==> src/mgrf_pkg.sv <==
// Shared types, constants and helper functions of the minimum good-run filter.
`default_nettype none

package mgrf_pkg;

  localparam int MaxRun    = 32;
  localparam int Channels  = 8;
  localparam int NumFields = 8;
  localparam int SampleW   = 32;
  localparam int MinRunW   = 6;
  localparam int ChanCntW  = 4;
  localparam int CfgIdxW   = 2;
  localparam int AddrW     = (MaxRun > 1) ? $clog2(MaxRun) : 1;
  localparam int CntW      = $clog2(MaxRun + 2);
  localparam int RowW      = Channels * SampleW;

  localparam logic [CfgIdxW-1:0] CfgMinRun    = 2'd0;
  localparam logic [CfgIdxW-1:0] CfgBadValue  = 2'd1;
  localparam logic [CfgIdxW-1:0] CfgChanCount = 2'd2;

  typedef logic [Channels-1:0][SampleW-1:0] row_t;

  typedef struct packed {
    logic signed [SampleW-1:0] ch0;
    logic signed [SampleW-1:0] ch1;
    logic signed [SampleW-1:0] ch2;
    logic signed [SampleW-1:0] ch3;
    logic signed [SampleW-1:0] ch4;
    logic signed [SampleW-1:0] ch5;
    logic signed [SampleW-1:0] ch6;
    logic signed [SampleW-1:0] ch7;
    logic                      final_row;
  } row_in_t;

  typedef struct packed {
    logic signed [SampleW-1:0] out0;
    logic signed [SampleW-1:0] out1;
    logic signed [SampleW-1:0] out2;
    logic signed [SampleW-1:0] out3;
    logic signed [SampleW-1:0] out4;
    logic signed [SampleW-1:0] out5;
    logic signed [SampleW-1:0] out6;
    logic signed [SampleW-1:0] out7;
    logic                      batch_end;
    logic                      stream_end;
    logic                      too_short;
  } row_out_t;

  typedef struct packed {
    logic [MinRunW-1:0]  min_run;
    logic [SampleW-1:0]  bad_value;
    logic [ChanCntW-1:0] chan_cnt;
  } cfg_t;

  // One result handed from the sequencer to the output stage.
  typedef struct packed {
    logic valid;
    logic from_mem;
    row_t data;
    logic batch_end;
    logic stream_end;
    logic too_short;
  } issue_t;

  typedef enum logic {
    SEQ_IDLE,
    SEQ_EMIT
  } seq_state_e;

  typedef enum logic [1:0] {
    MODE_BAD,
    MODE_MEM,
    MODE_ROW
  } emit_mode_e;

  function automatic logic [CntW-1:0] eff_min(logic [MinRunW-1:0] m);
    logic [CntW-1:0] r;
    if (m == '0) begin
      r = CntW'(1);
    end else if (int'(m) > MaxRun) begin
      r = CntW'(MaxRun);
    end else begin
      r = CntW'(m);
    end
    return r;
  endfunction

  function automatic logic [ChanCntW-1:0] eff_chans(logic [ChanCntW-1:0] c);
    logic [ChanCntW-1:0] r;
    if (c == '0) begin
      r = ChanCntW'(1);
    end else if (int'(c) > Channels) begin
      r = ChanCntW'(Channels);
    end else begin
      r = c;
    end
    return r;
  endfunction

  function automatic row_t to_row(row_in_t d);
    logic [NumFields-1:0][SampleW-1:0] all;
    row_t r;
    all = {d.ch7, d.ch6, d.ch5, d.ch4, d.ch3, d.ch2, d.ch1, d.ch0};
    for (int j = 0; j < Channels; j++) begin
      r[j] = all[j];
    end
    return r;
  endfunction

  // Channels at or above the channel count read as zero.
  function automatic row_out_t to_out(row_t r, logic [ChanCntW-1:0] nchan,
                                      logic be, logic se, logic ts);
    logic [NumFields-1:0][SampleW-1:0] all;
    row_out_t o;
    all = '0;
    for (int j = 0; j < Channels; j++) begin
      if (j < int'(nchan)) begin
        all[j] = r[j];
      end
    end
    o.out0       = all[0];
    o.out1       = all[1];
    o.out2       = all[2];
    o.out3       = all[3];
    o.out4       = all[4];
    o.out5       = all[5];
    o.out6       = all[6];
    o.out7       = all[7];
    o.batch_end  = be;
    o.stream_end = se;
    o.too_short  = ts;
    return o;
  endfunction

endpackage

`default_nettype wire

==> src/mgrf_if.sv <==
// Valid/ready stream interfaces for input rows and released rows.
`default_nettype none


interface mgrf_out_if;
  logic               valid;
  logic               ready;
  mgrf_pkg::row_out_t data;

  modport source (output valid, output data, input ready);
  modport sink   (input valid, input data, output ready);
endinterface

`default_nettype wire

==> src/mgrf_outq.sv <==
// Output stage: RAM read alignment, channel masking and a two-entry result queue.
`default_nettype none

module mgrf_outq (
  input  wire logic                           clk_i,
  input  wire logic                           rst_ni,
  input  wire logic [mgrf_pkg::ChanCntW-1:0]  nchan_i,
  input  wire mgrf_pkg::issue_t               issue_i,
  input  wire mgrf_pkg::row_t                 rdata_i,
  output      logic                           issue_ready_o,
  mgrf_out_if.source                          row_o
);

  mgrf_pkg::issue_t   s1_q;
  mgrf_pkg::row_out_t ent_q [2];
  mgrf_pkg::row_out_t push_beat;
  logic               rd_ptr_q;
  logic               wr_ptr_q;
  logic [1:0]         occ_q, occ_d;
  logic [2:0]         occ_after;
  logic               push;
  logic               pop;

  assign push = s1_q.valid;
  assign pop  = row_o.valid && row_o.ready;

  assign push_beat = mgrf_pkg::to_out(s1_q.from_mem ? rdata_i : s1_q.data, nchan_i,
                                      s1_q.batch_end, s1_q.stream_end, s1_q.too_short);

  // A new issue is allowed only if the queue still has room once the beat in
  // flight through the read stage has landed.
  assign occ_after     = 3'(occ_q) + 3'(s1_q.valid) - 3'(pop);
  assign issue_ready_o = (occ_after < 3'd2);
  assign occ_d         = 2'(3'(occ_q) + 3'(push) - 3'(pop));

  assign row_o.valid = (occ_q != 2'd0);
  assign row_o.data  = ent_q[rd_ptr_q];

  always_ff @(posedge clk_i or negedge rst_ni) begin
    if (!rst_ni) begin
      s1_q     <= '0;
      rd_ptr_q <= 1'b0;
      wr_ptr_q <= 1'b0;
      occ_q    <= 2'd0;
    end else begin
      s1_q  <= issue_i;
      occ_q <= occ_d;
      if (push) begin
        wr_ptr_q <= !wr_ptr_q;
      end
      if (pop) begin
        rd_ptr_q <= !rd_ptr_q;
      end
    end
  end

  always_ff @(posedge clk_i) begin
    if (push) begin
      ent_q[wr_ptr_q] <= push_beat;
    end
  end

endmodule

`default_nettype wire

==> src/flat_wrapper.sv <==
// flat-port wrapper written by rule: the top's interface ports become plain ports
module mgrf_outq_flat 
  (clk_i, rst_ni, nchan_i, issue_i, rdata_i, issue_ready_o, row_o_valid, row_o_data, row_o_ready);
  mgrf_out_if row_o_i ();
  input  wire logic clk_i;
  input  wire logic rst_ni;
  input  wire logic [mgrf_pkg::ChanCntW-1:0] nchan_i;
  input  wire mgrf_pkg::issue_t issue_i;
  input  wire mgrf_pkg::row_t rdata_i;
  output      logic issue_ready_o;
  output wire logic [$bits(row_o_i.valid)-1:0] row_o_valid;
  output wire logic [$bits(row_o_i.data)-1:0] row_o_data;
  input wire logic [$bits(row_o_i.ready)-1:0] row_o_ready;
  assign row_o_valid = row_o_i.valid;
  assign row_o_data = row_o_i.data;
  assign row_o_i.ready = row_o_ready;
  mgrf_outq u_core (.clk_i(clk_i), .rst_ni(rst_ni), .nchan_i(nchan_i), .issue_i(issue_i), .rdata_i(rdata_i), .issue_ready_o(issue_ready_o), .row_o(row_o_i));
endmodule
==> config.mk <==
export PLATFORM = sky130hd
export DESIGN_NAME = mgrf_outq_flat
export DESIGN_NICKNAME = d
export VERILOG_FILES = /design/src/mgrf_pkg.sv /design/src/mgrf_if.sv /design/src/mgrf_outq.sv /design/src/flat_wrapper.sv
export SDC_FILE = /design/constraint.sdc
export NUM_CORES = 1
export LEC_CHECK = 0
export ABC_CLOCK_PERIOD_IN_PS = 12300
export BUFFER_PORTS_ARGS = -buffer_cell sky130_fd_sc_hd__buf_4
export CELL_PAD_IN_SITES_DETAIL_PLACEMENT = 0
export CELL_PAD_IN_SITES_GLOBAL_PLACEMENT = 1
export CORE_AREA = 5 5 306 308
export CTS_CLUSTER_DIAMETER = 200
export DETAILED_ROUTE_END_ITERATION = 12
export DIE_AREA = 0 0 311 313
export PLACE_DENSITY_LB_ADDON = 0.1
export SLEW_MARGIN = 0
export SYNTH_ARGS = -nofsm -noshare
export SYNTH_HDL_FRONTEND = slang
export SYNTH_SLANG_ARGS = --single-unit
==> constraint.sdc <==
create_clock -name clk_i -period 12.3 [get_ports clk_i]
set_clock_uncertainty 0.15 [all_clocks]
set_input_delay 0.615 -clock clk_i [delete_from_list [all_inputs] [get_ports clk_i]]
set_output_delay 0.615 -clock clk_i [all_outputs]
set_load 0.05 [all_outputs]
Yosys cells after proc, flatten, opt, wreduce, memory -nomap -nowiden
Memories as Yosys holds them, arrays and structs flattened.
Index checks and enable logic that the tools add are counted.

storage, ports and cells
  register bits after elaboration = 265
  bits in writable memories = 518
  bits of input ports = 524
  output and inout bits = 261
  logic and storage cells = 43
  memories kept = 1

operators by class
  $add $sub $neg = 2
  magnitude comparators = 9
  multiplexer cells = 11
  reduce and logical (&&, ||, !) cells = 4

memory list
  memory        words  width  rd ports  clocked after Yosys merged registers in  write ports  RTL line         source
  u_core.ent_q  2      259    1         0                                        1            mgrf_outq.sv:15  mgrf_pkg::row_out_t ent_q [2];

operator list
  operator              count
  $mux W256             1
  $mux W32              8
  $lt A3 B4 Y1 const A  4
  $lt A1 B4 Y1 const A  2
  $lt A2 B4 Y1 const A  2
  $add A2 B1 Y3         1
  $lt A3 B2 Y1 const B  1
  $sub A3 B1 Y3         1
  $logic_not A1 Y1      2
  $mux W1               2
  $reduce_bool A2 Y1    1
  $logic_and A1 B1 Y1   1

Depth between registers and ports, before layout
  depth after elaboration = 4
  gate-level depth with buffers = 7

Worst setup path after synthesis
OpenSTA, ideal clock, no wires.

  path type = register -> register
  start point = register u_core.wr_ptr_q
  end point = memory u_core.ent_q[0][0] (netlist bit), enable pin
  library setup time = 915 ps
  arrival time = 11812 ps
  required time = 11235 ps
  path slack = -577 ps
  cell stages (with the launch flop) = 2
  buffers on the path = 0
  path through = dfrtp_1 -> nor2b_1

RTL lines
  element                 RTL line         source
  from (decl)             mgrf_outq.sv:18  logic wr_ptr_q;
  from (signal assigned)  mgrf_outq.sv:49  wr_ptr_q <= !wr_ptr_q;
  to (decl)               mgrf_outq.sv:15

No word-level cell before the write port.

Final worst setup path
  start point = register u_core.rd_ptr_q
  end point = output port row_o_data[34]

between the ends
  longest elaborated chain between the ends = 1

ends and longest elaborated chain
  element                 RTL line            source
  from (decl)             mgrf_outq.sv:17     logic rd_ptr_q;
  from (signal assigned)  mgrf_outq.sv:52     rd_ptr_q <= !rd_ptr_q;
  $mem_v2 Z2 W259         n/a
  to (decl)               flat_wrapper.sv:12  output wire logic [$bits(row_o_i.data)-1:0] row_o_data;

No other way between the ends.

==> reports/results.txt <==
Finished Cell Area = 42000 µm²
final net count = 3265
total CTS buffers = 88
min-delay worst type = input port to register
most frequent cell after synthesis = edfxtp_1
Top FF cell, synth = edfxtp_1
Switching Fraction = 0.370
maximum vdd drop = 0.000187 V
clock-pin slew on the worst setup and hold paths = 0.06 ns
slowest stage cell on the critical path = dfrtp_4
final WL = 96200 µm
Critical Path Max Stage Delay = 1.14 ns
Setup TNS = 0 ns
Syn Inst Count = 1663
Cell Pwr Density = 225 nW/µm²
Root Driver = clkbuf_16
Rel. slew slack = 0.228
first-pass GRT wire length = 137000 µm
Slew Limit Fails = 0
met2 routed WL = 52200 µm
RSZ-0062 raised after global routing = false
final setup vio count = 0
largest net degree at the start of global routing = 123
vias in the first global route = 20500
Seq cells post-synth = 783
max_cap viols = 0
Net Sw Power = 3.51 mW
Yosys top cell area share = 0.532
CP Launch Type = register
antenna violations before repair = 20
outcome = finished, final reports clean
synth cell count leaders = edfxtp_1 (518), dfrtp_1 (265), mux2_2 (259)
uppermost layer routed = met5
fin crit period = 4.74 ns
number of flops mapped to enable cells by yosys = 518
Die Area = 97300 µm²
Mapped Nets = 2190
Pre-antenna DRT Iters = 5
register area share after synthesis = 0.759
CTS tree = built
Buf/Inv on CP = 3
sequential power share = 0.368
total congestion overflow = 0
Critical Setup Path Class = register to primary output
DR DRC count = 0
combinational power share = 0.356
number of setup buffers added after CTS = 0
Die X = 311 µm
Placer Congestion = 0.833
CP most frequent cell = buf_4
Mean Syn Cell Area = 17.6 µm²
fillers = 8156
DR iter-0 viols = 987
CTS HTree Levels = 3
routed length on met3 = 5240 µm
area grow syn2layout = 43.8%
post-CTS resize count = 0
count of cell types in the netlist = 23
initial core utilization = 0.322
Internal = 5.97 mW
Arr. time, crit path = 3.97 ns
Via Count = 18100
worst skew pair latency = 0.63 ns
Clock Power Share = 0.276
GRT Total Usage = 0.191
top cells by area, synth = edfxtp_1 (53%), dfrtp_1 (23%), mux2_2 (10%), mux2i_1 (8.8%), nor2_1 (2.9%)
fmax = 0.211 GHz
CP max FO = 76
Die Span Y = 313 µm
row count = 111
clk buf depth = 3
vias per inst = 4.51
synthesized area = 29200 µm²
CP Capture Type = primary output
cell taking the most area after synthesis = edfxtp_1
hpwl dp = 67900 µm
CP cell instances = buf_4 -> buf_4 -> mux2_2 -> buf_4
CP required = 11.53 ns
Top Ports = 785
P_leak = 17.6 nW
Async S/R FF share, synth = 0.338
Core Area = 90800 µm²
Ys Warns = 0
Tightest Pin Transition = 1.16 ns
placed inst area = 36500 µm²
Final ANT Viol Nets = 0
WL/cell = 24.0 µm
fin crit share = 0.385
IO Port Bufs = 784
Top Family by Delay on Critical Path = buffers and inverters
Post-Route M1 WL = 34400 µm
share of layout cells above drive strength 1 = 0.429
CTS Sinks = 783
Final Hold Fails = 0
cells by family (layout without fill, tap and decap cells):
group	after synthesis	after routing	synth area share
adder cells (fa/ha/maj)	3	3	0.00154
other	0	17	0
buffers and inverters	91	1241	0.0144
flip-flops	783	783	0.759
XOR/XNOR	3	3	0.000899
AO/OA/AOI/OAI	37	37	0.00672
multiplexers	515	515	0.187
AND/OR/NAND/NOR	231	231	0.0302
power groups by stage:
stage	combinational, mW	clock, mW	sequential, mW
floorplan	2.28	0	3.51
global placement	3.34	0	3.54
detailed placement	3.35	0	3.55
CTS	3.43	2.69	3.50
finish	3.38	2.61	3.49
global route	3.52	2.80	3.52
worst min-delay path, delay by kind of cell:
kind	cells	cell delay [ns]
xor+xnor	1	0.07
compound gates	1	0.16
buf+inv	1	0.08
per-layer routing:
layer	vias up	GRT usage
met5	-	0
met4	8	0.0860
met3	185	0.0452
met2	566	0.357
met1	9041	0.205
li1	8307	-
cell usage in the layout, fill, tap and decap left out, types with 4 or more instances in the layout:
master,instances
a21oi_1,32
buf_4,807
bufinv_16,5
clkbuf_1,33
clkbuf_16,91
clkbuf_8,12
clkinv_1,5
clkinv_2,12
dfrtp_1,263
diode_2,17
dlygate4sd3_1,262
edfxtp_1,518
inv_1,4
mux2_2,259
mux2i_1,256
nor2_1,225
stage by stage:
stage,worst slack (ns),power [mW],utilization,cells,hold slack (ns)
after floorplan,4.53,5.79,-,1663,0.169
after global placement,8.19,6.88,0.402,3572,0.275
after detailed placement,8.09,6.90,0.402,3572,0.289
after CTS,7.37,9.62,0.462,3999,0.127
after global routing,7.27,9.84,0.463,4012,0.149
final,7.56,9.48,0.463,4016,0.177
layout make-up:
| cell class | count | area [µm²] | area share |
|---|---|---|---|
| Timing Repair Buffer | 1071 | 8720 | 0.207 |
| Tap cell | 1186 | 1480 | 0.0353 |
| Clock buffer | 136 | 2570 | 0.0610 |
| Inverter | 5 | 18.8 | 0.000446 |
| Sequential cell | 783 | 22200 | 0.528 |
| Antenna cell | 17 | 42.5 | 0.00101 |
| Multi-Input combinational cell | 789 | 6690 | 0.159 |
| Clock inverter | 29 | 328 | 0.00780 |
path summary, 6_finish.rpt:
path,end,depth (start not counted),from,slack [ns]
max in group asynchronous,u_core.s1_q[259]$_DFF_PN0_,3,rst_ni,10.04
worst max register to register,u_core.ent_q[0][142]$_DFFE_PP_,4,u_core.s1_q[259]$_DFF_PN0_,8.39
min in group asynchronous,u_core.s1_q[21]$_DFF_PN0_,2,rst_ni,0.43
worst min-delay path,u_core.rd_ptr_q$_DFFE_PN0P_,3,row_o_ready,0.18
worst max-delay path,row_o_data[34],4,u_core.rd_ptr_q$_DFFE_PN0P_,7.56
worst min register to register,u_core.ent_q[1][2]$_DFFE_PP_,0,u_core.push_beat[2]$_DFF_PN0_,0.28
repair_timing:
| action | CTS | global route |
|---|---|---|
| setup endpoints to repair | 0 | 0 |
| hold buffers | 262 | 0 |
| endpoints found under the hold margin | 349 | 0 |
registers in the layout, summed over array words and instances (netlist names):
| name | flops |
|---|---|
| u_core.wr_ptr_q | 1 |
| u_core.ent_q | 518 |
| u_core.occ_q | 2 |
| u_core.s1_q | 257 |
| u_core.push_beat | 3 |
| u_core.push | 1 |
| u_core.rd_ptr_q | 1 |
Note: power is estimated with default switching activity, not from simulation.
