$ cat src/mgrf_pkg.sv
// Shared types, constants and helper functions of the minimum good-run filter.
`default_nettype none

package mgrf_pkg;

  localparam int MaxRun    = 32;
  localparam int Channels  = 8;
  localparam int NumFields = 8;
  localparam int SampleW   = 32;
  localparam int MinRunW   = 6;
  localparam int ChanCntW  = 4;
  localparam int CfgIdxW   = 2;
  localparam int AddrW     = (MaxRun > 1) ? $clog2(MaxRun) : 1;
  localparam int CntW      = $clog2(MaxRun + 2);
  localparam int RowW      = Channels * SampleW;

  localparam logic [CfgIdxW-1:0] CfgMinRun    = 2'd0;
  localparam logic [CfgIdxW-1:0] CfgBadValue  = 2'd1;
  localparam logic [CfgIdxW-1:0] CfgChanCount = 2'd2;

  typedef logic [Channels-1:0][SampleW-1:0] row_t;

  typedef struct packed {
    logic signed [SampleW-1:0] ch0;
    logic signed [SampleW-1:0] ch1;
    logic signed [SampleW-1:0] ch2;
    logic signed [SampleW-1:0] ch3;
    logic signed [SampleW-1:0] ch4;
    logic signed [SampleW-1:0] ch5;
    logic signed [SampleW-1:0] ch6;
    logic signed [SampleW-1:0] ch7;
    logic                      final_row;
  } row_in_t;

  typedef struct packed {
    logic signed [SampleW-1:0] out0;
    logic signed [SampleW-1:0] out1;
    logic signed [SampleW-1:0] out2;
    logic signed [SampleW-1:0] out3;
    logic signed [SampleW-1:0] out4;
    logic signed [SampleW-1:0] out5;
    logic signed [SampleW-1:0] out6;
    logic signed [SampleW-1:0] out7;
    logic                      batch_end;
    logic                      stream_end;
    logic                      too_short;
  } row_out_t;

  typedef struct packed {
    logic [MinRunW-1:0]  min_run;
    logic [SampleW-1:0]  bad_value;
    logic [ChanCntW-1:0] chan_cnt;
  } cfg_t;

  // One result handed from the sequencer to the output stage.
  typedef struct packed {
    logic valid;
    logic from_mem;
    row_t data;
    logic batch_end;
    logic stream_end;
    logic too_short;
  } issue_t;

  typedef enum logic {
    SEQ_IDLE,
    SEQ_EMIT
  } seq_state_e;

  typedef enum logic [1:0] {
    MODE_BAD,
    MODE_MEM,
    MODE_ROW
  } emit_mode_e;

  function automatic logic [CntW-1:0] eff_min(logic [MinRunW-1:0] m);
    logic [CntW-1:0] r;
    if (m == '0) begin
      r = CntW'(1);
    end else if (int'(m) > MaxRun) begin
      r = CntW'(MaxRun);
    end else begin
      r = CntW'(m);
    end
    return r;
  endfunction

  function automatic logic [ChanCntW-1:0] eff_chans(logic [ChanCntW-1:0] c);
    logic [ChanCntW-1:0] r;
    if (c == '0) begin
      r = ChanCntW'(1);
    end else if (int'(c) > Channels) begin
      r = ChanCntW'(Channels);
    end else begin
      r = c;
    end
    return r;
  endfunction

  function automatic row_t to_row(row_in_t d);
    logic [NumFields-1:0][SampleW-1:0] all;
    row_t r;
    all = {d.ch7, d.ch6, d.ch5, d.ch4, d.ch3, d.ch2, d.ch1, d.ch0};
    for (int j = 0; j < Channels; j++) begin
      r[j] = all[j];
    end
    return r;
  endfunction

  // Channels at or above the channel count read as zero.
  function automatic row_out_t to_out(row_t r, logic [ChanCntW-1:0] nchan,
                                      logic be, logic se, logic ts);
    logic [NumFields-1:0][SampleW-1:0] all;
    row_out_t o;
    all = '0;
    for (int j = 0; j < Channels; j++) begin
      if (j < int'(nchan)) begin
        all[j] = r[j];
      end
    end
    o.out0       = all[0];
    o.out1       = all[1];
    o.out2       = all[2];
    o.out3       = all[3];
    o.out4       = all[4];
    o.out5       = all[5];
    o.out6       = all[6];
    o.out7       = all[7];
    o.batch_end  = be;
    o.stream_end = se;
    o.too_short  = ts;
    return o;
  endfunction

endpackage

`default_nettype wire

$ cat src/mgrf_if.sv
// Valid/ready stream interfaces for input rows and released rows.
`default_nettype none

interface mgrf_in_if;
  logic              valid;
  logic              ready;
  mgrf_pkg::row_in_t data;

  modport source (output valid, output data, input ready);
  modport sink   (input valid, input data, output ready);
endinterface


`default_nettype wire

$ cat src/mgrf_seq.sv
// Run tracking and result sequencer: classifies each row and issues its results.
`default_nettype none

module mgrf_seq (
  input  wire logic                          clk_i,
  input  wire logic                          rst_ni,
  input  wire mgrf_pkg::cfg_t                cfg_i,
  mgrf_in_if.sink                            row_i,
  input  wire logic                          issue_ready_i,
  output      mgrf_pkg::issue_t              issue_o,
  output      logic                          ram_we_o,
  output      logic [mgrf_pkg::AddrW-1:0]    ram_waddr_o,
  output      mgrf_pkg::row_t                ram_wdata_o,
  output      logic                          ram_re_o,
  output      logic [mgrf_pkg::AddrW-1:0]    ram_raddr_o
);

  mgrf_pkg::seq_state_e             state_q, state_d;
  mgrf_pkg::emit_mode_e             mode_q, mode_d;
  logic [mgrf_pkg::CntW-1:0]        held_q, held_d;
  logic [mgrf_pkg::CntW-1:0]        total_q, total_d;
  logic [mgrf_pkg::CntW-1:0]        idx_q;
  logic [mgrf_pkg::MinRunW-1:0]     seen_q, seen_d;
  logic                             passed_q, passed_d;
  logic                             final_q;
  logic                             short_q;
  mgrf_pkg::row_t                   row_q;

  mgrf_pkg::row_t                   row_in;
  mgrf_pkg::row_t                   bad_row;
  logic                             accept;
  logic                             is_bad;
  logic                             hold_full;
  logic                             short_in;
  logic                             last;
  logic                             fire;
  logic [mgrf_pkg::CntW-1:0]        held_new;
  logic [mgrf_pkg::MinRunW-1:0]     seen_inc;

  assign row_i.ready = (state_q == mgrf_pkg::SEQ_IDLE);
  assign accept      = row_i.valid && row_i.ready;
  assign row_in      = mgrf_pkg::to_row(row_i.data);
  assign is_bad      = (row_in[0] == cfg_i.bad_value);
  assign hold_full   = (held_q == mgrf_pkg::CntW'(mgrf_pkg::MaxRun));
  assign held_new    = hold_full ? held_q : held_q + 1'b1;
  assign seen_inc    = (seen_q < cfg_i.min_run) ? seen_q + 1'b1 : seen_q;
  assign short_in    = (seen_inc < cfg_i.min_run);

  always_comb begin
    for (int j = 0; j < mgrf_pkg::Channels; j++) begin
      bad_row[j] = cfg_i.bad_value;
    end
  end

  // Decide what the accepted row produces and how the run state moves on.
  always_comb begin
    mode_d   = mgrf_pkg::MODE_ROW;
    total_d  = '0;
    held_d   = held_q;
    passed_d = passed_q;
    if (is_bad) begin
      mode_d   = mgrf_pkg::MODE_BAD;
      total_d  = held_q + 1'b1;
      held_d   = '0;
      passed_d = 1'b0;
    end else if (passed_q) begin
      mode_d  = mgrf_pkg::MODE_ROW;
      total_d = mgrf_pkg::CntW'(1);
    end else if (held_new >= mgrf_pkg::eff_min(cfg_i.min_run)) begin
      mode_d   = mgrf_pkg::MODE_MEM;
      total_d  = held_new;
      held_d   = '0;
      passed_d = 1'b1;
    end else if (row_i.data.final_row) begin
      // A run still too short at the end of the data set goes out as bad.
      mode_d  = mgrf_pkg::MODE_BAD;
      total_d = held_new;
      held_d  = '0;
    end else begin
      held_d = held_new;
    end
    if (row_i.data.final_row) begin
      passed_d = 1'b0;
      seen_d   = '0;
    end else begin
      seen_d = seen_inc;
    end
  end

  assign last = (idx_q == total_q - 1'b1);
  assign fire = (state_q == mgrf_pkg::SEQ_EMIT) && issue_ready_i;

  always_comb begin
    state_d = state_q;
    case (state_q)
      mgrf_pkg::SEQ_IDLE: begin
        if (accept && (total_d != '0)) begin
          state_d = mgrf_pkg::SEQ_EMIT;
        end
      end
      mgrf_pkg::SEQ_EMIT: begin
        if (fire && last) begin
          state_d = mgrf_pkg::SEQ_IDLE;
        end
      end
      default: state_d = mgrf_pkg::SEQ_IDLE;
    endcase
  end

  always_comb begin
    issue_o.valid      = fire;
    issue_o.from_mem   = (mode_q == mgrf_pkg::MODE_MEM);
    issue_o.data       = (mode_q == mgrf_pkg::MODE_BAD) ? bad_row : row_q;
    issue_o.batch_end  = last;
    issue_o.stream_end = last && final_q;
    issue_o.too_short  = last && final_q && short_q;
    ram_re_o           = fire && (mode_q == mgrf_pkg::MODE_MEM);
    ram_raddr_o        = idx_q[mgrf_pkg::AddrW-1:0];
    ram_we_o           = accept && !is_bad && !passed_q && !hold_full;
    ram_waddr_o        = held_q[mgrf_pkg::AddrW-1:0];
    ram_wdata_o        = row_in;
  end

  always_ff @(posedge clk_i or negedge rst_ni) begin
    if (!rst_ni) begin
      state_q  <= mgrf_pkg::SEQ_IDLE;
      mode_q   <= mgrf_pkg::MODE_ROW;
      held_q   <= '0;
      total_q  <= '0;
      idx_q    <= '0;
      seen_q   <= '0;
      passed_q <= 1'b0;
      final_q  <= 1'b0;
      short_q  <= 1'b0;
    end else begin
      state_q <= state_d;
      if (accept) begin
        mode_q   <= mode_d;
        held_q   <= held_d;
        total_q  <= total_d;
        idx_q    <= '0;
        seen_q   <= seen_d;
        passed_q <= passed_d;
        final_q  <= row_i.data.final_row;
        short_q  <= short_in;
      end else if (fire) begin
        idx_q <= idx_q + 1'b1;
      end
    end
  end

  always_ff @(posedge clk_i) begin
    if (accept) begin
      row_q <= row_in;
    end
  end

endmodule

`default_nettype wire

$ cat src/flat_wrapper.sv
// flat-port wrapper written by rule: the top's interface ports become plain ports
module mgrf_seq_flat 
  (clk_i, rst_ni, cfg_i, issue_ready_i, issue_o, ram_we_o, ram_waddr_o, ram_wdata_o, ram_re_o, ram_raddr_o, row_i_valid, row_i_data, row_i_ready);
  mgrf_in_if row_i_i ();
  input  wire logic clk_i;
  input  wire logic rst_ni;
  input  wire mgrf_pkg::cfg_t cfg_i;
  input  wire logic issue_ready_i;
  output      mgrf_pkg::issue_t issue_o;
  output      logic ram_we_o;
  output      logic [mgrf_pkg::AddrW-1:0] ram_waddr_o;
  output      mgrf_pkg::row_t ram_wdata_o;
  output      logic ram_re_o;
  output      logic [mgrf_pkg::AddrW-1:0] ram_raddr_o;
  input wire logic [$bits(row_i_i.valid)-1:0] row_i_valid;
  input wire logic [$bits(row_i_i.data)-1:0] row_i_data;
  output wire logic [$bits(row_i_i.ready)-1:0] row_i_ready;
  assign row_i_i.valid = row_i_valid;
  assign row_i_i.data = row_i_data;
  assign row_i_ready = row_i_i.ready;
  mgrf_seq u_core (.clk_i(clk_i), .rst_ni(rst_ni), .cfg_i(cfg_i), .row_i(row_i_i), .issue_ready_i(issue_ready_i), .issue_o(issue_o), .ram_we_o(ram_we_o), .ram_waddr_o(ram_waddr_o), .ram_wdata_o(ram_wdata_o), .ram_re_o(ram_re_o), .ram_raddr_o(ram_raddr_o));
endmodule
$ cat config.mk
export PLATFORM = sky130hd
export DESIGN_NAME = mgrf_seq_flat
export DESIGN_NICKNAME = d
export VERILOG_FILES = /design/src/mgrf_pkg.sv /design/src/mgrf_if.sv /design/src/mgrf_seq.sv /design/src/flat_wrapper.sv
export SDC_FILE = /design/constraint.sdc
export NUM_CORES = 1
export LEC_CHECK = 0
export BUFFER_PORTS_ARGS = -buffer_cell sky130_fd_sc_hd__buf_2
export CORE_AREA = 4 4 324 326
export DETAILED_ROUTE_END_ITERATION = 10
export DIE_AREA = 0 0 328 330
export PLACE_DENSITY = 0.33
export SYNTH_ARGS = -nofsm -noshare
export SYNTH_HDL_FRONTEND = slang
export SYNTH_SLANG_ARGS = --single-unit
export TNS_END_PERCENT = 20
$ cat constraint.sdc
create_clock -name clk_i -period 16 [get_ports clk_i]
set_clock_uncertainty 0.1 [all_clocks]
set_input_delay 2.4 -clock clk_i [delete_from_list [all_inputs] [get_ports clk_i]]
set_output_delay 2.4 -clock clk_i [all_outputs]
set_load 0.02 [all_outputs]
* Yosys cells after proc, flatten, opt, wreduce, memory -nomap -nowiden
Index checks and enable logic that the tools add are counted.
** Storage, ports and cells
- Word-level logic and storage cells :: 78
- Input bits :: 303
- Bits in registers :: 286
- Output and inout port bits :: 530
** Operators by class
- Muxes and demuxes :: 29
- Bitwise operators :: 1
- Equal/unequal tests :: 5
- Reductions and logical operators :: 18
- Add/subtract/negate cells :: 4
- Magnitude comparators :: 4
** Operator list (number)
- 256-bit 2-to-1 mux :: 1
- 6-bit 2-to-1 mux :: 17
- 32-bit equality test :: 1
- 6-bit by 1-bit adder with 6-bit output, second input constant :: 3
- 6-bit < comparator :: 2
- 1-bit logical AND :: 10
- 2-bit 2-to-1 mux :: 4
- 6-bit equality test :: 1
- 6-bit equality test, second input constant :: 1
- 6-bit greater-or-equal comparator :: 1
- 6-bit greater-than comparator, second input constant :: 1
- 6-bit zero test :: 1
- 1-bit 2-to-1 mux :: 6
- 6-bit nonzero test :: 1
- 6-bit by 1-bit subtractor with 6-bit output, second input constant :: 1
- 1-bit zero test :: 3
- 2-bit by 1-bit equality test with 1-bit output, second input constant :: 1
- 2-bit zero test :: 1
- 2-bit != test, second input constant :: 1
- 1-bit one-hot mux with 2 select lines :: 1
- 2-bit AND reduction :: 1
- 2-bit nonzero test :: 1
- 1-bit inverter :: 1

* Depth between registers and ports, before layout
Gate-level depths: netlist (run 1).
- Depth in word-level cells :: 13
- Gate-level depth with buffers :: 14
- Mapped depth without buffers :: 13

* Worst setup path before layout (run 1)
Ideal clock, no wire load.
- Path kind :: input -> output
- Start point :: input row_i_valid
- End point :: output ram_we_o
- Data arrival time :: 10783 ps
- Path buffers :: 1
- Slack :: 2717 ps
- Data required time :: 13500 ps
- Stages :: 4
- Cells stage by stage :: nand2_1 inv_1 clkbuf_1 and3_1
** Between the ends
- Word-level cells in the longest chain between the ends :: 4
** RTL lines
- from (decl) :: line flat_wrapper.sv:15 : input wire logic [$bits(row_i_i.valid)-1:0] row_i_valid;
- 1-bit logical AND :: line mgrf_seq.sv:41 : assign accept = row_i.valid && row_i.ready;
- via u_core.accept :: line mgrf_seq.sv:31 : logic accept;
- 1-bit logical AND (3 in a row) :: line mgrf_seq.sv:119 : ram_we_o = accept && !is_bad && !passed_q && !hold_full;
- to (decl) :: line flat_wrapper.sv:10 : output logic ram_we_o;
The timed path passes the listed nets, and every way through them passes these cells.

* Final worst setup path (run 1)
- Start point :: input cfg_i[27] (netlist name)
- End point :: output ram_we_o
** Between the ends
- Word-level cells in the longest chain between the ends :: 5
** RTL lines
- from (decl) :: line flat_wrapper.sv:7 : input wire mgrf_pkg::cfg_t cfg_i;
- 32-bit equality test :: line mgrf_seq.sv:43 : assign is_bad = (row_in[0] == cfg_i.bad_value);
- 1-bit zero test :: line mgrf_seq.sv:119
- 1-bit logical AND (3 in a row) :: line mgrf_seq.sv:119
No other way between the ends.

==> results.md, run 1 <==
* Register area at 0.00844 mm2
* Mux share of post-synthesis cell area at less than 1%
* Drt drc at 0
* Crit path arrival time at just under 5000 ps
* Remaining antenna violation count after routing at 0
* Antenna violations before repair at 34
* CTS tree: done
* Layout area overhead at 33.5%
* First DRT Iteration DRCs at roughly 500
* FILL cells at about 11000
* WL met2 at 36100 um
* Worst Path Class, Setup: primary input to output port
* Combinational family with the most area after synthesis: compound AO/OA/AOI/OAI gates
* Post-Synth Simple-Gate Area at 4.45%
* Power, Total at about 0.0037 W
* RSZ-0062 raised after global routing: no
* Hold Path End: u_core.mode_q[1]$_DFFE_PN1P_
* Finished layout cell area at just under 0.02 mm2
* Setup bufs post-CTS at 0
* Yosys top cell area share at between 50% and 60%
* Number of global-route vias before repair at approximately 11000
* Gr usage total at roughly 13%
* Most common cell on crit path: buf_2
* FF+latch count, synth at approximately 290
* Worst-Skew Late Latency at 560 ps
* Setup_tns at 0 ps
* LEAKAGE at about 9.6 nW
* Initial Util at approximately 14%
* RR Startpoint: u_core.state_q$_DFF_PN0_
* Min cycle time layout at ~7300 ps
* Hold path start: u_core.mode_q[1]$_DFFE_PN1P_
* Reg2Reg Setup Slack at around 13000 ps
* Synth Flop Type: edfxtp_1
* Vias at approximately 11000
* EDFF count, synth at roughly 260
* Maximum clock path buffer count at 3
* Status: finished, final reports clean
* Mapped Nets at approximately 1500
* Worst Setup Start Kind: primary input
* Yosys warns at 0
* Cells on Worst Hold Path at 2
* Hpwl dp at 58900 um
* Met1 wire length at 28700 um
* IO Count at 833
* Mapped Cells at roughly 1200
* Top Layer Used: met5
* CP required at around 14000 ps
* CTS root buf: clkbuf_16
* CP max stage delay at between 600 and 700 ps
* Post-Synth Adder-Cell Area at 1.80%
* PortBufs at 828
* Dpl cell area at roughly 0.018 mm2
* Core ar. at between 0.1 and 0.15 mm2
* Slew Limit Headroom at between 30% and 40%
* Resized Gates After CTS at 0
* Global-route wire length before repair at around 96000 um
* Kind of end point of the critical path: output port
* XOR/XNOR share of the synthesized area at under 10%
* H-tree depth at 2
* Slowest CP cell: nor4_1
* Post-synthesis sequential area ratio at between 50% and 60%
* R2R cell count at 6
* Commonest cells in the netlist: 268 x buf_4, 259 x a21o_1, 256 x edfxtp_1
* Max Fanout on Critical Path at 10
* Largest net degree at the start of global routing at between 80 and 90
* Yosys top cell by area: edfxtp_1
* Netlist cell types at 53
* Most frequent cell after synthesis: buf_4
* Max Fclk at about 140 MHz
* Max IR drop VDD at roughly 0.09 mV
* Compound-Gate Fraction of Synth Area at between 10% and 20%
* Final wirelength at 73200 um
* CTS Buf Count at 38
* Post-Syn Area per Cell at 12.6 um2
* Largest cells by area after synthesis: edfxtp_1 53%, buf_4 14%, a21o_1 13%
* Tcrit/Tclk final at around 46%
* MaxCap Viol Count at 0
* Synthesized area at between 0.01 and 0.015 mm2
* Gpl congestion at slightly below 0.8
* Multi-input logic area at around 0.0038 mm2
* Congestion Overflow GR at 0
* Crit Reg-Reg Endpoint: u_core.row_q[95]$_DFFE_PP_
* Layout Nets at about 2000
* Vias per inst at 3.56
* Wire per inst at 23.5 um
* Chip height at about 330 um
* Die area at approximately 0.11 mm2
* Worst-margin pin slew at a little over 1000 ps
* Max Slew Vio Count at 0
* Synth async-reset ratio at between 10% and 20%
* Pwr Density at about 190 mW/mm2
* Hold-fix buffers at CTS at 0
* Hold Fails Final Rpt at 0
* Clock sinks at around 290
* Crit-path cells: buf_2 -> xor2_1 -> nor4_1 -> nand4_1 -> nor2_4 -> nor2_1 -> and3_1 -> buf_2
* # rows at around 120
* Chip width at 328 um
* Worst Hold Class: flip-flop to flip-flop
* Clk pin slew, worst setup/hold paths at around 50 ps
* WL met3 at between 6000 and 7000 um
* 1st-pass router iterations at 5
* Layout cell share with drive strength beyond 1 at between 50% and 60%
* Finish-stage setup viols at 0
worst max path at each step:
stage	end	cells past startpoint	slack, ps	startpoint
6_report	ram_we_o	8	8680	cfg_i[27]
5_1_grt	ram_we_o	8	8340	cfg_i[27]
4_1_cts	ram_we_o	8	8430	cfg_i[27]
3_5_place_dp	ram_we_o	8	8430	cfg_i[27]
3_3_place_gp	ram_we_o	8	8470	cfg_i[27]
2_1_floorplan	ram_we_o	4	2720	row_i_valid
final cells by class:
class,count,share of cell area [%]
multi-input cells,519,19.5
well taps,1368,8.80
clock inverters,21,0.772
flip-flops and latches,286,43.4
inverters,20,0.425
diodes,16,0.206
clock buffers,44,5.22
repair buffers,837,21.7
worst max-delay path: cells and delay by family:
kind                   cells  cell delay [ps]
XOR/XNOR                   1              270
AND/OR/NAND/NOR            5             1850
buffers and inverters      2              280
state kept, by name, indices dropped and copies added, names as in the netlist:
signal and count:
u_core.final_q 1, u_core.held_q 6, u_core.idx_q 6, u_core.mode_q 2, u_core.passed_q 1, u_core.row_q 256
u_core.seen_q 6, u_core.short_q 1, u_core.state_q 1, u_core.total_q 6
kinds of logic (layout without fill, tap and decap cells):
| kind of cell | Yosys count | in the layout |
|---|---|---|
| other | 0 | 16 |
| AND/OR/NAND/NOR | 121 | 121 |
| buffers and inverters | 356 | 922 |
| XOR/XNOR | 52 | 52 |
| adder cells (fa/ha/maj) | 21 | 21 |
| flip-flops | 286 | 286 |
| multiplexers | 5 | 5 |
| AO/OA/AOI/OAI | 320 | 320 |
per-layer routing:
metal	global-route usage, %	vias to the layer above
li1	-	4966
met1	15.1	5460
met2	22.0	533
met3	4.32	93
met4	3.44	8
met5	0	-
report_power, final:
part,switching (W),leakage (nW),internal (W),total (W)
sequential,0.0000615,2.76,0.000974,0.00104
clock,0.000351,0.577,0.000483,0.000833
combinational,0.00129,6.21,0.000575,0.00186
through the flow:
stage | hold WS [ps] | std cells | utilization, % | setup WS, ps
after floorplan | 355 | 1161 | - | 2720
after global placement | 405 | 3030 | 17.9 | 8470
after detailed placement | 399 | 3030 | 17.9 | 8430
after CTS | 409 | 3095 | 19.1 | 8430
after global routing | 432 | 3097 | 19.1 | 8340
final | 405 | 3111 | 19.1 | 8680
cell usage in the layout (no fill, tap or decap), types with 3 or more instances in the layout:
| cell | count |
|---|---|
| buf_4 | 9 |
| a21oi_1 | 8 |
| o21ai_0 | 13 |
| mux2i_1 | 4 |
| o2bb2ai_1 | 7 |
| nand3_1 | 6 |
| dfrtp_1 | 29 |
| diode_2 | 16 |
| a21o_1 | 259 |
| edfxtp_1 | 256 |
| clkinv_2 | 8 |
| o21ai_1 | 6 |
| nand4_1 | 6 |
| nor2b_1 | 3 |
| clkbuf_1 | 3 |
| nand2_1 | 30 |
| buf_2 | 828 |
| nor2_1 | 18 |
| and2_1 | 34 |
| inv_1 | 18 |
| a31oi_1 | 4 |
| xor2_1 | 42 |
| and3_1 | 3 |
| ha_1 | 21 |
| clkinv_1 | 10 |
| xnor2_1 | 10 |
| o31ai_1 | 3 |
| nor4_1 | 8 |
| clkbuf_16 | 39 |
| a22o_1 | 5 |
Note: power is estimated with default switching activity, not from simulation.
==> run 2, diff against run 1 <==
- clock period: 16 -> 6.78 ns (I/O delays scaled with it)
==> results.md, run 2 (synthesized netlist as in run 1, its figures left out) <==
* Slew Limit Headroom at 32.7%
* Reg2Reg Setup Slack at between 3000 and 4000 ps
* Hold Path End: u_core.final_q$_DFFE_PN0P_
* Cell count after placement at 3028
* Biggest register: u_core.row_q
* Hold path start: u_core.final_q$_DFFE_PN0P_
* Vias at 11100
* Setup_tns at 0 ps
* Worst-margin pin slew at approximately 1000 ps
* Antenna violations before repair at 37
* Hold-fix buffers at CTS at 0
* CTS Buf Count at 40
* R2R cell count at 12
* Kind of end point of the critical path: output port
* Gr usage total at 12.5%
* Post-layout util at between 10% and 20%
* Finish-stage setup viols at 0
* Final wirelength at about 72000 um
* Worst-Skew Late Latency at 570 ps
* Chip width at roughly 330 um
* Crit Reg-Reg Endpoint: u_core.total_q[3]$_DFFE_PN0P_
* Core ar. at slightly above 0.1 mm2
* Chip height at around 330 um
* Worst Setup Start Kind: primary input
* PortBufs at around 830
* Global-route wire length before repair at roughly 94000 um
* Max reg flops at between 200 and 300
* Clk pin slew, worst setup/hold paths at roughly 60 ps
* Max Fclk at ~230 MHz
* Largest net degree at the start of global routing at roughly 130
* Hpwl dp at about 57000 um
* 1st-pass router iterations at 5
* Vias per inst at 3.56
* Min Hold Slack at 412 ps
* Gpl congestion at about 0.82
* Worst Path Class, Setup: primary input to output port
* Layout cell share with drive strength beyond 1 at roughly half
* MaxCap Viol Count at 0
* Layout area overhead at 33.5%
* Max IR drop VDD at ~0.27 mV
* Power, Total at just under 0.009 W
* CTS tree: done
* CP required at between 5000 and 6000 ps
* Clock sinks at about 290
* Wire per inst at about 23 um
* Commonest non-fill, non-tap cell in the layout: buf_2
* Congestion Overflow GR at 0
* RR Startpoint: u_core.held_q[0]$_DFFE_PN0P_
* Most frequent cells in the layout: 828 x buf_2, 259 x a21o_1, 256 x edfxtp_1
* Max Fanout on Critical Path at 10
* Worst Hold Class: flip-flop to flip-flop
* IO Count at 833
* Cells on Worst Hold Path at 2
* Remaining antenna violation count after routing at 0
* Initial Util at around 14%
* Pwr Density at 451 mW/mm2
* LEAKAGE at between 9 and 10 nW
* RSZ-0062 raised after global routing: no
* Min cycle time layout at between 4000 and 5000 ps
* Die area at 0.108 mm2
* Tcrit/Tclk final at between 60 and 70%
* Number of global-route vias before repair at 11400
* Resized Gates After CTS at 0
* Crit path arrival time at roughly 3200 ps
* First DRT Iteration DRCs at approximately 600
* H-tree depth at 2
* Status: finished, final reports clean
* Maximum clock path buffer count at 3
* Max Slew Vio Count at 0
* # rows at 117
* Setup bufs post-CTS at 0
* Hold Fails Final Rpt at 0
* CTS root buf: clkbuf_16
* Drt drc at 0
* Layout Nets at around 2000
* Final Non-Filler Cells at around 3100
[run 2: where the power goes]
part	switching [W]	leakage, nW	internal, W	total, W
Clock	0.000857	0.557	0.00109	0.00195
Combinational	0.00301	6.21	0.00137	0.00439
Sequential	0.000148	2.76	0.00230	0.00245
Total	0.00402	9.53	0.00476	0.00878
[run 2: stage by stage]
stage | area, um2 | setup WS [ps]
2_1_floorplan | 14600 | 415
3_3_place_gp | 18300 | 2350
3_5_place_dp | 18300 | 2420
4_1_cts | 19400 | 2420
5_1_grt | 19400 | 2220
6_report | 19500 | 2430
[run 2: area by class of cell]
class                   instances  area (um2)
clock buffers                  53        1050
inverters                      20        82.6
diodes                         12        30.0
clock inverters                19         113
multi-input cells             519        3800
fillers                     11300       82300
well taps                    1368        1710
repair buffers                835        4230
flip-flops and latches        286        8440
[run 2: how the worst max path moves through the flow]
stage	start	to	cells after the start
floorplan	row_i_valid	ram_we_o	4
finish	row_i_data[233]	ram_we_o	8
global placement	row_i_data[245]	ram_we_o	8
detailed placement	row_i_data[233]	ram_we_o	8
CTS	row_i_data[256]	ram_we_o	8
global route	row_i_data[245]	ram_we_o	8
[run 2: worst max-delay path, stage by stage]
cell and delay, ps:
buf_2 150, xor2_1 210, nor4_1 320, nand4_1 590, nor2_4 450, nor2_1 90, and3_1 210, buf_2 170
[run 2: metal layers]
layer	wire, um	GRT usage, %
met1	28700	15.1
met2	35400	21.3
met3	6020	4.07
met4	1550	3.44
met5	20	0
==> run 3, diff against run 2 <==
- PLACE_DENSITY: 0.33 -> 0.34
- clock period: 6.78 -> 3.55 ns (I/O delays scaled with it)
==> results.md, run 3 (synthesized netlist as in run 1, its figures left out) <==
* Worst Path Class, Setup: primary input to output port
* Tcrit/Tclk final at between 90 and 100%
* PortBufs at around 830
* Register area at between 0.008 and 0.009 mm2
* RR Startpoint: u_core.held_q[0]$_DFFE_PN0P_
* Critical Path Source: row_i_data[241]
* Finished layout cell area at between 0.02 and 0.025 mm2
* Most frequent cells in the layout: 828 x buf_2, 259 x a21o_1, 256 x edfxtp_1
* Clock sinks at about 290
* Remaining antenna violation count after routing at 0
* Gr usage total at a little over an eighth
* Worst Setup Start Kind: primary input
* CP max stage delay at 590 ps
* 1st-pass router iterations at 5
* Crit-path cells: dlygate4sd3_1 -> buf_2 -> xor2_1 -> nor4_1 -> nand4_1 -> nor2_4 -> nor2_1 -> and3_1 -> buf_2
* Switching share of power at ~44%
* Reg2Reg Setup Slack at between 200 and 300 ps
* Multi-input logic area at 0.00381 mm2
* Layout area overhead at 44.8%
* Min Hold Slack at between 60 and 70 ps
* Maximum clock path buffer count at 3
* Gpl congestion at between 0.8 and 0.9
* Min cycle time layout at approximately 3400 ps
* CTS root buf: clkbuf_16
* Hpwl dp at around 61000 um
* Antenna violations before repair at 27
* Hold Fails Final Rpt at 0
* IO Count at approximately 830
* Status: finished, final reports clean
* Vias per inst at approximately 3.6
* Max Fanout on Critical Path at 3
* Max Slew Vio Count at 0
* Chip height at 330 um
* Cell count after placement at 3057
* Wire per inst at 23.1 um
* Largest net degree at the start of global routing at a little under 100
* Seq pwr share at around a quarter
* Layout cell share with drive strength beyond 1 at between 50% and 60%
* MaxCap Viol Count at 0
* Congestion Overflow GR at 0
* Global-route wire length before repair at 99000 um
* Number of global-route vias before repair at around 12000
* Core ar. at around 0.1 mm2
* Final wirelength at about 75000 um
* Finish-stage setup viols at 0
* Comb power frac at 49.5%
* Hold path start: row_i_data[103]
* CTS Buf Count at 39
* Max Fclk at 297 MHz
* Final Non-Filler Cells at between 3000 and 4000
* Layout Nets at ~2200
* Chip width at around 330 um
* Drt drc at 0
* Most common cell on crit path: buf_2
* Vias at between 10000 and 15000
* Worst Hold Class: primary input to flip-flop
* Slew Limit Headroom at 48.0%
* CP required at 2920 ps
* Commonest non-fill, non-tap cell in the layout: buf_2
* Die area at around 0.11 mm2
* CTS tree: done
* Dpl cell area at approximately 0.019 mm2
* Worst-Skew Late Latency at 580 ps
* Switch Pwr at 0.00777 W
* Pwr Density at 833 mW/mm2
* Pint at slightly below 0.01 W
* Initial Util at between 10 and 15%
* Setup_tns at 0 ps
* RSZ-0062 raised after global routing: no
* Biggest register: u_core.row_q
* Max reg flops at 256
* FILL cells at roughly 11000
* Post-layout util at between 20% and 30%
* Kind of end point of the critical path: output port
* Crit path arrival time at between 2000 and 3000 ps
* First DRT Iteration DRCs at approximately 540
* # rows at 117
* LEAKAGE at between 10 and 15 nW
* Slowest CP cell: dlygate4sd3_1
* Worst-margin pin slew at 780 ps
* H-tree depth at 2
* Clock power share at 24.0%
* Max IR drop VDD at approximately 0.43 mV
* Clk pin slew, worst setup/hold paths at roughly 60 ps
run 3: cell count changes in the layout (fill, tap and decap cells not counted), sizes merged:
cell	previous run	this run
diode	12	11
buf	835	865
clkinv	15	19
clkinvlp	4	2
inv	20	21
dlygate4sd3	0	114
bufinv	0	6
clkbuf	53	43
run 3: what timing repair did:
| item | CTS | global route |
|---|---|---|
| resized for setup | 0 | 2 |
| endpoints found under the hold margin | 142 | 0 |
| hold buffers | 114 | 0 |
| setup buffers | 0 | 1 |
| endpoints found under the setup margin | 0 | 5 |
run 3: layout make-up:
class                           count  share of cell area [%]
Antenna cell                       11                   0.130
Multi-Input combinational cell    519                    18.1
Inverter                           20                   0.391
Sequential cell                   286                    40.0
Clock inverter                     28                    1.48
Clock buffer                       43                    4.90
Tap cell                         1368                    8.11
Timing Repair Buffer              979                    26.9
run 3: worst max-delay path, delay by kind of cell:
kind / cells / cell delay [ps]
and+or+nand+nor: 5 / 1120
buffers and inverters: 3 / 930
xor gates and xnor gates: 1 / 150
run 3: power groups by stage:
stage / Combinational, W / Sequential (W) / Clock [W]
final: 0.00871 / 0.00465 / 0.00423
after global routing: 0.00936 / 0.00471 / 0.00453
after CTS: 0.00895 / 0.00465 / 0.00441
after detailed placement: 0.00881 / 0.00472 / 0
after global placement: 0.00888 / 0.00470 / 0
after floorplan: 0.00538 / 0.00465 / 0
run 3: path summary, 6_finish.rpt:
| check | end | cells after the start |
|---|---|---|
| max reg2reg | u_core.held_q[2]$_DFFE_PN0P_ | 12 |
| max in group asynchronous | u_core.idx_q[1]$_DFFE_PN0P_ | 2 |
| min | u_core.row_q[134]$_DFFE_PP_ | 1 |
| min reg2reg | u_core.mode_q[1]$_DFFE_PN1P_ | 2 |
| min in group asynchronous | u_core.short_q$_DFFE_PN0P_ | 2 |
| max | ram_we_o | 9 |
run 3: per-stage QoR:
step                      total power (W)  setup WS, ps
after floorplan                    0.0100           455
final                              0.0176           188
after global placement             0.0136           267
after detailed placement           0.0135           246
after global routing               0.0186          16.2
after CTS                          0.0180           114
run 3: routing by layer:
metal,GRT usage (%),up-vias,wire [um]
met3,5.07,94,6770
met5,0,-,13
met4,3.95,2,1730
li1,-,5263,-
met1,15.8,5770,30500
met2,21.6,523,36300
